`src/rtl/core/rti_pkg.sv`:
```
// Package with the shared types, constants and binary32 arithmetic functions.
`timescale 1ns / 1ps
package rti_pkg;

  localparam int unsigned CfgIdxW  = 3;
  localparam int unsigned DivSteps = 26;

  typedef enum logic [CfgIdxW-1:0] {
    CFG_ORIGIN_X = 3'd0,
    CFG_ORIGIN_Y = 3'd1,
    CFG_ORIGIN_Z = 3'd2,
    CFG_DIR_X    = 3'd3,
    CFG_DIR_Y    = 3'd4,
    CFG_DIR_Z    = 3'd5
  } rti_cfg_e;

  localparam logic [31:0] F_ZERO     = 32'h0000_0000;
  localparam logic [31:0] F_ONE      = 32'h3F80_0000;
  localparam logic [31:0] F_EPS      = 32'h3400_0000;
  localparam logic [31:0] F_DEF_NAN  = 32'hFFC0_0000;
  localparam logic [31:0] F_QUIET    = 32'h0040_0000;

  typedef struct packed {
    logic [31:0] a_x;
    logic [31:0] a_y;
    logic [31:0] a_z;
    logic [31:0] b_x;
    logic [31:0] b_y;
    logic [31:0] b_z;
    logic [31:0] c_x;
    logic [31:0] c_y;
    logic [31:0] c_z;
  } tri_t;

  typedef struct packed {
    logic        hit;
    logic [31:0] bary_u;
    logic [31:0] bary_v;
    logic [31:0] hit_distance;
  } res_t;

  // Values that travel alongside the reciprocal.
  typedef struct packed {
    logic        det_ok;
    logic [31:0] dsp;
    logic [31:0] dq;
    logic [31:0] deq;
  } side_t;

  function automatic logic is_nan(logic [31:0] x);
    return (&x[30:23]) && (|x[22:0]);
  endfunction

  function automatic logic is_inf(logic [31:0] x);
    return (&x[30:23]) && !(|x[22:0]);
  endfunction

  // Normalises, rounds to nearest even and packs. The value is
  // sig_in * 2^(exp_in - 174), so a leading one at bit 47 means 1.f * 2^(exp_in-127).
  function automatic logic [31:0] round_pack(logic sgn, logic signed [11:0] exp_in,
                                             logic [47:0] sig_in);
    logic [47:0]        sig;
    logic signed [11:0] e;
    logic [5:0]         lz;
    logic               found;
    logic [47:0]        sh_sig;
    logic               lost;
    logic [11:0]        sh;
    logic [30:0]        mag;
    logic               rb;
    logic               st;
    logic               inc;
    logic [31:0]        res;
    lz    = '0;
    found = 1'b0;
    for (int i = 47; i >= 0; i--) begin
      if (!found) begin
        if (sig_in[i]) found = 1'b1;
        else lz = lz + 6'd1;
      end
    end
    sig    = sig_in << lz;
    e      = exp_in - $signed({6'd0, lz});
    sh     = '0;
    sh_sig = '0;
    lost   = 1'b0;
    mag    = '0;
    rb     = 1'b0;
    st     = 1'b0;
    inc    = 1'b0;
    if (sig_in == '0) begin
      res = {sgn, 31'd0};
    end else if (e >= 12'sd255) begin
      res = {sgn, 8'hFF, 23'd0};
    end else if (e >= 12'sd1) begin
      mag = {e[7:0], sig[46:24]};
      rb  = sig[23];
      st  = |sig[22:0];
      inc = rb & (st | mag[0]);
      res = {sgn, mag + 31'(inc)};
    end else begin
      sh = 12'(12'sd1 - e);
      if (sh > 12'd47) begin
        sh_sig = '0;
        lost   = |sig;
      end else begin
        sh_sig = sig >> sh[5:0];
        lost   = |(sig & ~({48{1'b1}} << sh[5:0]));
      end
      mag = {8'd0, sh_sig[46:24]};
      rb  = sh_sig[23];
      st  = (|sh_sig[22:0]) | lost;
      inc = rb & (st | mag[0]);
      res = {sgn, mag + 31'(inc)};
    end
    return res;
  endfunction

  function automatic logic [31:0] fmul(logic [31:0] a, logic [31:0] b);
    logic [23:0] ma;
    logic [23:0] mb;
    logic [7:0]  ea;
    logic [7:0]  eb;
    logic [47:0] prod;
    logic        sgn;
    logic        a_zero;
    logic        b_zero;
    logic [31:0] res;
    sgn    = a[31] ^ b[31];
    a_zero = (a[30:0] == '0);
    b_zero = (b[30:0] == '0);
    ma     = {|a[30:23], a[22:0]};
    mb     = {|b[30:23], b[22:0]};
    ea     = (a[30:23] == '0) ? 8'd1 : a[30:23];
    eb     = (b[30:23] == '0) ? 8'd1 : b[30:23];
    prod   = ma * mb;
    if (is_nan(a)) begin
      res = a | F_QUIET;
    end else if (is_nan(b)) begin
      res = b | F_QUIET;
    end else if ((is_inf(a) && b_zero) || (a_zero && is_inf(b))) begin
      res = F_DEF_NAN;
    end else if (is_inf(a) || is_inf(b)) begin
      res = {sgn, 8'hFF, 23'd0};
    end else begin
      res = round_pack(sgn, $signed({4'd0, ea}) + $signed({4'd0, eb}) - 12'sd126, prod);
    end
    return res;
  endfunction

  function automatic logic [31:0] fadd(logic [31:0] a, logic [31:0] b);
    logic [31:0] x;
    logic [31:0] y;
    logic [7:0]  ex;
    logic [7:0]  ey;
    logic [7:0]  d;
    logic [26:0] xm;
    logic [26:0] ym;
    logic [26:0] ys;
    logic [27:0] sum;
    logic [31:0] res;
    if (a[30:0] < b[30:0]) begin
      x = b;
      y = a;
    end else begin
      x = a;
      y = b;
    end
    ex = (x[30:23] == '0) ? 8'd1 : x[30:23];
    ey = (y[30:23] == '0) ? 8'd1 : y[30:23];
    d  = ex - ey;
    xm = {|x[30:23], x[22:0], 3'b000};
    ym = {|y[30:23], y[22:0], 3'b000};
    if (d >= 8'd27) begin
      ys = {26'd0, |ym};
    end else begin
      ys = (ym >> d[4:0]) | {26'd0, |(ym & ~({27{1'b1}} << d[4:0]))};
    end
    if (x[31] ^ y[31]) sum = {1'b0, xm} - {1'b0, ys};
    else sum = {1'b0, xm} + {1'b0, ys};
    if (is_nan(a)) begin
      res = a | F_QUIET;
    end else if (is_nan(b)) begin
      res = b | F_QUIET;
    end else if (is_inf(a) && is_inf(b) && (a[31] != b[31])) begin
      res = F_DEF_NAN;
    end else if (is_inf(a)) begin
      res = a;
    end else if (is_inf(b)) begin
      res = b;
    end else if (sum == '0) begin
      res = {x[31] & y[31], 31'd0};
    end else begin
      res = round_pack(x[31], $signed({4'd0, ex}) + 12'sd1, {sum, 20'd0});
    end
    return res;
  endfunction

  function automatic logic [31:0] fsub(logic [31:0] a, logic [31:0] b);
    logic [31:0] res;
    if (is_nan(b)) res = fadd(a, b);
    else res = fadd(a, {~b[31], b[30:0]});
    return res;
  endfunction

  // Ordered less-than; false whenever a NaN is involved.
  function automatic logic flt(logic [31:0] a, logic [31:0] b);
    logic [31:0] ka;
    logic [31:0] kb;
    logic        res;
    ka = a[31] ? ~a : {1'b1, a[30:0]};
    kb = b[31] ? ~b : {1'b1, b[30:0]};
    if (is_nan(a) || is_nan(b)) res = 1'b0;
    else if ((a[30:0] == '0) && (b[30:0] == '0)) res = 1'b0;
    else res = (ka < kb);
    return res;
  endfunction

endpackage

```
`src/rtl/core/rti_recip.sv`:
```
// Pipelined reciprocal of a positive binary32 value, one quotient bit per stage.
`timescale 1ns / 1ps
module rti_recip (
  input  logic           clk_i,
  input  logic           rst_ni,
  input  logic           valid_i,
  input  logic [31:0]    det_i,
  input  rti_pkg::side_t side_i,
  output logic           valid_o,
  output logic [31:0]    recip_o,
  output rti_pkg::side_t side_o
);
  import rti_pkg::*;

  logic [DivSteps:0] vld_q;
  logic [31:0]       det_q  [DivSteps+1];
  side_t             side_q [DivSteps+1];
  logic [23:0]       rem_q  [DivSteps+1];
  logic [25:0]       quo_q  [DivSteps+1];
  logic [24:0]       rem2   [DivSteps];
  logic [24:0]       md     [DivSteps];

  logic        out_vld_q;
  logic [31:0] out_q;
  side_t       out_side_q;
  logic [31:0] pack_d;

  always_ff @(posedge clk_i or negedge rst_ni) begin
    if (!rst_ni) begin
      vld_q <= '0;
    end else begin
      vld_q <= {vld_q[DivSteps-1:0], valid_i};
    end
  end

  always_comb begin
    for (int k = 0; k < DivSteps; k++) begin
      rem2[k] = {rem_q[k], 1'b0};
      md[k]   = {1'b0, |det_q[k][30:23], det_q[k][22:0]};
    end
  end

  // The dividend is 2^48; its leading steps leave a remainder of 2^22.
  always_ff @(posedge clk_i) begin
    det_q[0]  <= det_i;
    side_q[0] <= side_i;
    rem_q[0]  <= 24'h40_0000;
    quo_q[0]  <= '0;
    for (int k = 1; k <= DivSteps; k++) begin
      det_q[k]  <= det_q[k-1];
      side_q[k] <= side_q[k-1];
      if (rem2[k-1] >= md[k-1]) begin
        rem_q[k] <= 24'(rem2[k-1] - md[k-1]);
        quo_q[k] <= {quo_q[k-1][24:0], 1'b1};
      end else begin
        rem_q[k] <= rem2[k-1][23:0];
        quo_q[k] <= {quo_q[k-1][24:0], 1'b0};
      end
    end
  end

  always_comb begin
    if (is_nan(det_q[DivSteps])) begin
      pack_d = det_q[DivSteps] | F_QUIET;
    end else if (is_inf(det_q[DivSteps])) begin
      pack_d = F_ZERO;
    end else begin
      pack_d = round_pack(1'b0, 12'sd254 - $signed({4'd0, det_q[DivSteps][30:23]}),
                          {quo_q[DivSteps], |rem_q[DivSteps], 21'd0});
    end
  end

  always_ff @(posedge clk_i or negedge rst_ni) begin
    if (!rst_ni) begin
      out_vld_q <= 1'b0;
    end else begin
      out_vld_q <= vld_q[DivSteps];
    end
  end

  always_ff @(posedge clk_i) begin
    out_q      <= pack_d;
    out_side_q <= side_q[DivSteps];
  end

  assign valid_o = out_vld_q;
  assign recip_o = out_q;
  assign side_o  = out_side_q;

endmodule

```
`config.mk`:
```
export PLATFORM = sky130hd
export DESIGN_NAME = rti_recip
export DESIGN_NICKNAME = d
export VERILOG_FILES = /design/src/rtl/core/rti_pkg.sv /design/src/rtl/core/rti_recip.sv
export SDC_FILE = /design/constraint.sdc
export NUM_CORES = 2
export LEC_CHECK = 0
export ABC_AREA = 1
export BUFFER_PORTS_ARGS = -buffer_cell sky130_fd_sc_hd__buf_2
export CORE_MARGIN = 2
export CORE_UTILIZATION = 45
export CTS_CLUSTER_DIAMETER = 120
export CTS_CLUSTER_SIZE = 16
export DETAILED_ROUTE_END_ITERATION = 10
export PLACE_DENSITY_LB_ADDON = 0.15
export SYNTH_ARGS = -nofsm -noshare
export SYNTH_HDL_FRONTEND = slang
export SYNTH_MEMORY_MAX_BITS = 65536
export SYNTH_SLANG_ARGS = --single-unit
```
`constraint.sdc`:
```
create_clock -name clk_i -period 25 [get_ports clk_i]
set_input_delay 2.5 -clock clk_i [delete_from_list [all_inputs] [get_ports clk_i]]
set_output_delay 2.5 -clock clk_i [all_outputs]
set_load 0.05 [all_outputs]
```
==> impl_metrics.toml <==
[outcome]
status = "finished clean"

[global_route]
met3_usage_pct = 2.18
grt_pass1_vias = 79200
grt_pass1_wl_mm = 413
antenna_found_initial = 6
grt_overflow = 0
top_usage_layer = "met2"
grt_max_degree = 51
grt.total_usage_pct = 16.6
use_met2_pct = 28.8
grt.met1_usage_pct = 21.4

[die]
die_h_um = 553
core-area_mm2 = 0.300
dieWidth_um = 553
dieArea_mm2 = 0.305
rows = 201
io_pins = 262
initial_core_util_pct = 45.2

[timing]
fin_crit_sh_pct = 96.9
setup_viol = 0
tns_ps = 0
max-slew-margin-rel_pct = 29.4
finalHoldViolCount = 0
fmax_mhz = 41.3
rsz0062_at_grt = "true"
worst_slew_pin_slew_ps = 1050
post-route-min-period_ps = 24210
finalMaxSlewViolations = 0
finClkSkew_ps = 88.0

[critical_path]
worstPathArrival_ps = 24970
cpMostUsedCell = "nand2_1"
critPathRequiredTime_ps = 25760
critPathMaxFanout = 8
critical-path-max-stage-delay_ps = 360
crit_path_top_delay_cell = "dfxtp_2"
crit_end = "recip_o[14]$_DFF_P_"
timing.rr.end = "recip_o[14]$_DFF_P_"
crit_type = "reg -> reg"
timing.rr.start = "quo_q[1][284]$_DFF_P_"
crit_start = "quo_q[1][284]$_DFF_P_"
startpoint_type = "flip-flop"
timing.reg2reg.setup_slack_ps = 790
reg2reg_depth = 182
end_kind = "flip-flop"

[synthesis]
syn_nets = 13100
synth_cell_type_count = 78
synthArstFlopShare_pct = 0.607
synth_top_area_share_pct = 67.8
avgSynthCellArea_um2 = 11.1
seq_area_frac_synth_pct = 68.3
synth_seq_cells = 4615
synth-edff-count = 0
synth_ff_type = "dfxtp_1"
synth_area_leader_cell = "dfxtp_1"
synth.area.top_cells = "dfxtp_1 68%, ha_1 6.1%, nand2_1 4.4%, inv_1 3.3%, a21oi_1 3.1%"
synthCells = 12200
syn_area_mm2 = 0.135
yosysWarnings = 0

[hold_path]
hold_path.class = "reg -> reg"
hold_depth = 0
min-delay-start = "det_q[1][62]$_DFF_P_"

[power]
power.leakage_uw = 0.0696
p_per_area_mw_per_mm2 = 120
peakVddDrop_mv = 0.0692

[routing]
drt_iter0_markers = 3893
drt_wl_total_mm = 259
dr.pass1.iters = 7
via_per_inst = 4.63
via_count = 79200
wl_per_cell_um = 15.1
ant_nets = 0
drc_errors = 0

[run]
cap_violations = 0

[cells_and_area]
fin_nets = 14000
final_util_pct = 51.8
area_delta_synth_final_pct = 14.6
drive_gt1_share_pct = 11.6

[clock_tree]
hold_buffers = 0
htreeDepth = 5
cts_tree = "built"
clkLatencyLatePin_ps = 910
clock_sinks = 4615
clk_pin_slew_worst_paths_ps = 80
cts.path.max_buffers = 4
cts_inserted_buffers = 328
root_buffer = "clkbuf_16"

[place]
dp_hpwl_mm = 192
io_buffers = 261
gp_congestion = 0.868
## flip-flops by register name, indices dropped and copies added, names as in the netlist
name / flops
side_q: 2619
side_o: 97
vld_q: 27
recip_o: 32
valid_o: 1
quo_q: 351
det_q: 864
rem_q: 624
## cell families after synthesis
| logic type | share of synthesized area, % |
|---|---|
| AO/OA/AOI/OAI | 6.42 |
| AND/OR/NAND/NOR | 10.6 |
| flip-flops | 68.3 |
| multiplexers | 0.0148 |
| buffers and inverters | 4.15 |
| XOR/XNOR | 3.96 |
| adder cells (fa/ha/maj) | 6.50 |
## cell type report
class / instances / area, µm²
fill: 26200 / 144000
sequential: 4615 / 92500
multi-input combinational: 6199 / 38800
clock buffer: 337 / 8330
timing repair buffer: 763 / 5370
tap: 3958 / 4950
inverter: 1227 / 4650
clock inverter: 27 / 552
antenna: 2 / 5.00
## cell usage after synthesis, drive strengths merged (2+ instances only)
| cell type | n |
|---|---|
| a2111o | 2 |
| a2111oi | 10 |
| a211oi | 45 |
| a21boi | 9 |
| a21o | 5 |
| a21oi | 842 |
| a221o | 27 |
| a22o | 3 |
| a311oi | 5 |
| a31oi | 23 |
| and2 | 31 |
| and3 | 2 |
| buf | 59 |
| clkbuf | 130 |
| clkinv | 13 |
| dfrtp | 28 |
| dfxtp | 4587 |
| fa | 26 |
| ha | 662 |
| inv | 1214 |
| mux2i | 2 |
| nand2 | 1604 |
| nand2b | 2 |
| nand3 | 533 |
| nand3b | 31 |
| nand4 | 108 |
| nor2 | 774 |
| nor3 | 78 |
| nor3b | 7 |
| nor4 | 96 |
| nor4b | 3 |
| o211ai | 8 |
| o21ai | 561 |
| o21bai | 31 |
| o22ai | 4 |
| o311ai | 5 |
| o31ai | 21 |
| or2 | 16 |
| xnor2 | 364 |
| xor2 | 246 |
## worst min path at each step
stage	end	slack (ps)
global route	side_q[5][78]$_DFF_P_	290
finish	det_q[1][94]$_DFF_P_	290
global placement	side_q[12][76]$_DFF_P_	310
floorplan	det_q[0][127]$_DFF_P_	310
CTS	det_q[1][114]$_DFF_P_	290
detailed placement	side_q[22][5]$_DFF_P_	310
## power by group
group | leakage, µW | internal, µW | switching [µW] | total, µW
logic | 0.0263 | 1990 | 3010 | 5000
clock network | 0.00432 | 2380 | 2350 | 4730
registers | 0.0390 | 8430 | 498 | 8930
total | 0.0696 | 12800 | 5860 | 18700
## cells in the final DEF (no fill, tap or decap), types with 19 or more instances in the layout
master,Yosys,final
dfxtp_1,4587,4585
nand2_1,1578,1525
inv_1,1173,1133
a21oi_1,841,830
nor2_1,733,686
ha_1,662,631
o21ai_0,519,498
nand3_1,520,496
buf_4,21,455
xnor2_1,364,363
clkbuf_16,0,334
buf_2,11,261
xor2_1,246,244
nand4_1,107,107
nor4_1,96,95
inv_2,31,63
nor3_1,72,61
nand2_2,20,60
nor2_4,16,49
a211oi_1,45,43
o21ai_1,39,36
nor2_2,20,34
buf_6,17,33
nand3b_1,31,31
o21bai_1,31,31
ha_4,0,31
and2_1,30,29
nand3_2,11,28
dfrtp_1,28,28
a221o_1,27,27
fa_1,26,25
a31oi_1,23,23
o31ai_1,21,20
inv_4,10,19
## critical path, delay by kind of cell, from the launching register on
kind / cells / cell delay, ps
compound gates: 25 / 3020
fa+ha+maj: 46 / 11900
simple gates: 69 / 5520
mux: 1 / 130
buf+inv: 40 / 3100
xor+xnor: 1 / 70
flops: 1 / 360
## per-stage QoR
step | instance area, µm² | power [µW] | hold slack (ps) | instances | setup slack, ps
2_1_floorplan | 135000 | 12600 | 310 | 12200 | 39.9
3_3_place_gp | 144000 | 13900 | 310 | 16700 | -1620
3_5_place_dp | 144000 | 14000 | 312 | 16700 | -1540
4_1_cts | 154000 | 18900 | 287 | 17100 | 49.3
5_1_grt | 155000 | 19900 | 292 | 17100 | -602
6_report | 155000 | 18700 | 291 | 17100 | 787
## metal layers
layer | vias up | wire length [µm] | share of wire [%]
met1 | 36400 | 120000 | 46
met4 | 2 | 8230 | 3.2
met2 | 1273 | 122000 | 47
li1 | 41000 | - | -
met5 | - | 10 | 0.0039
met3 | 485 | 9240 | 3.6
## repair_timing
item | CTS | global route
cloned | 0 | 2
gates resized for setup | 98 | 308
setup endpoints to repair | 31 | 31
setup buffers | 33 | 47
pin swaps | 50 | 158
hold endpoints to repair | 0 | 0
Note: power is estimated with default switching activity, not from simulation.
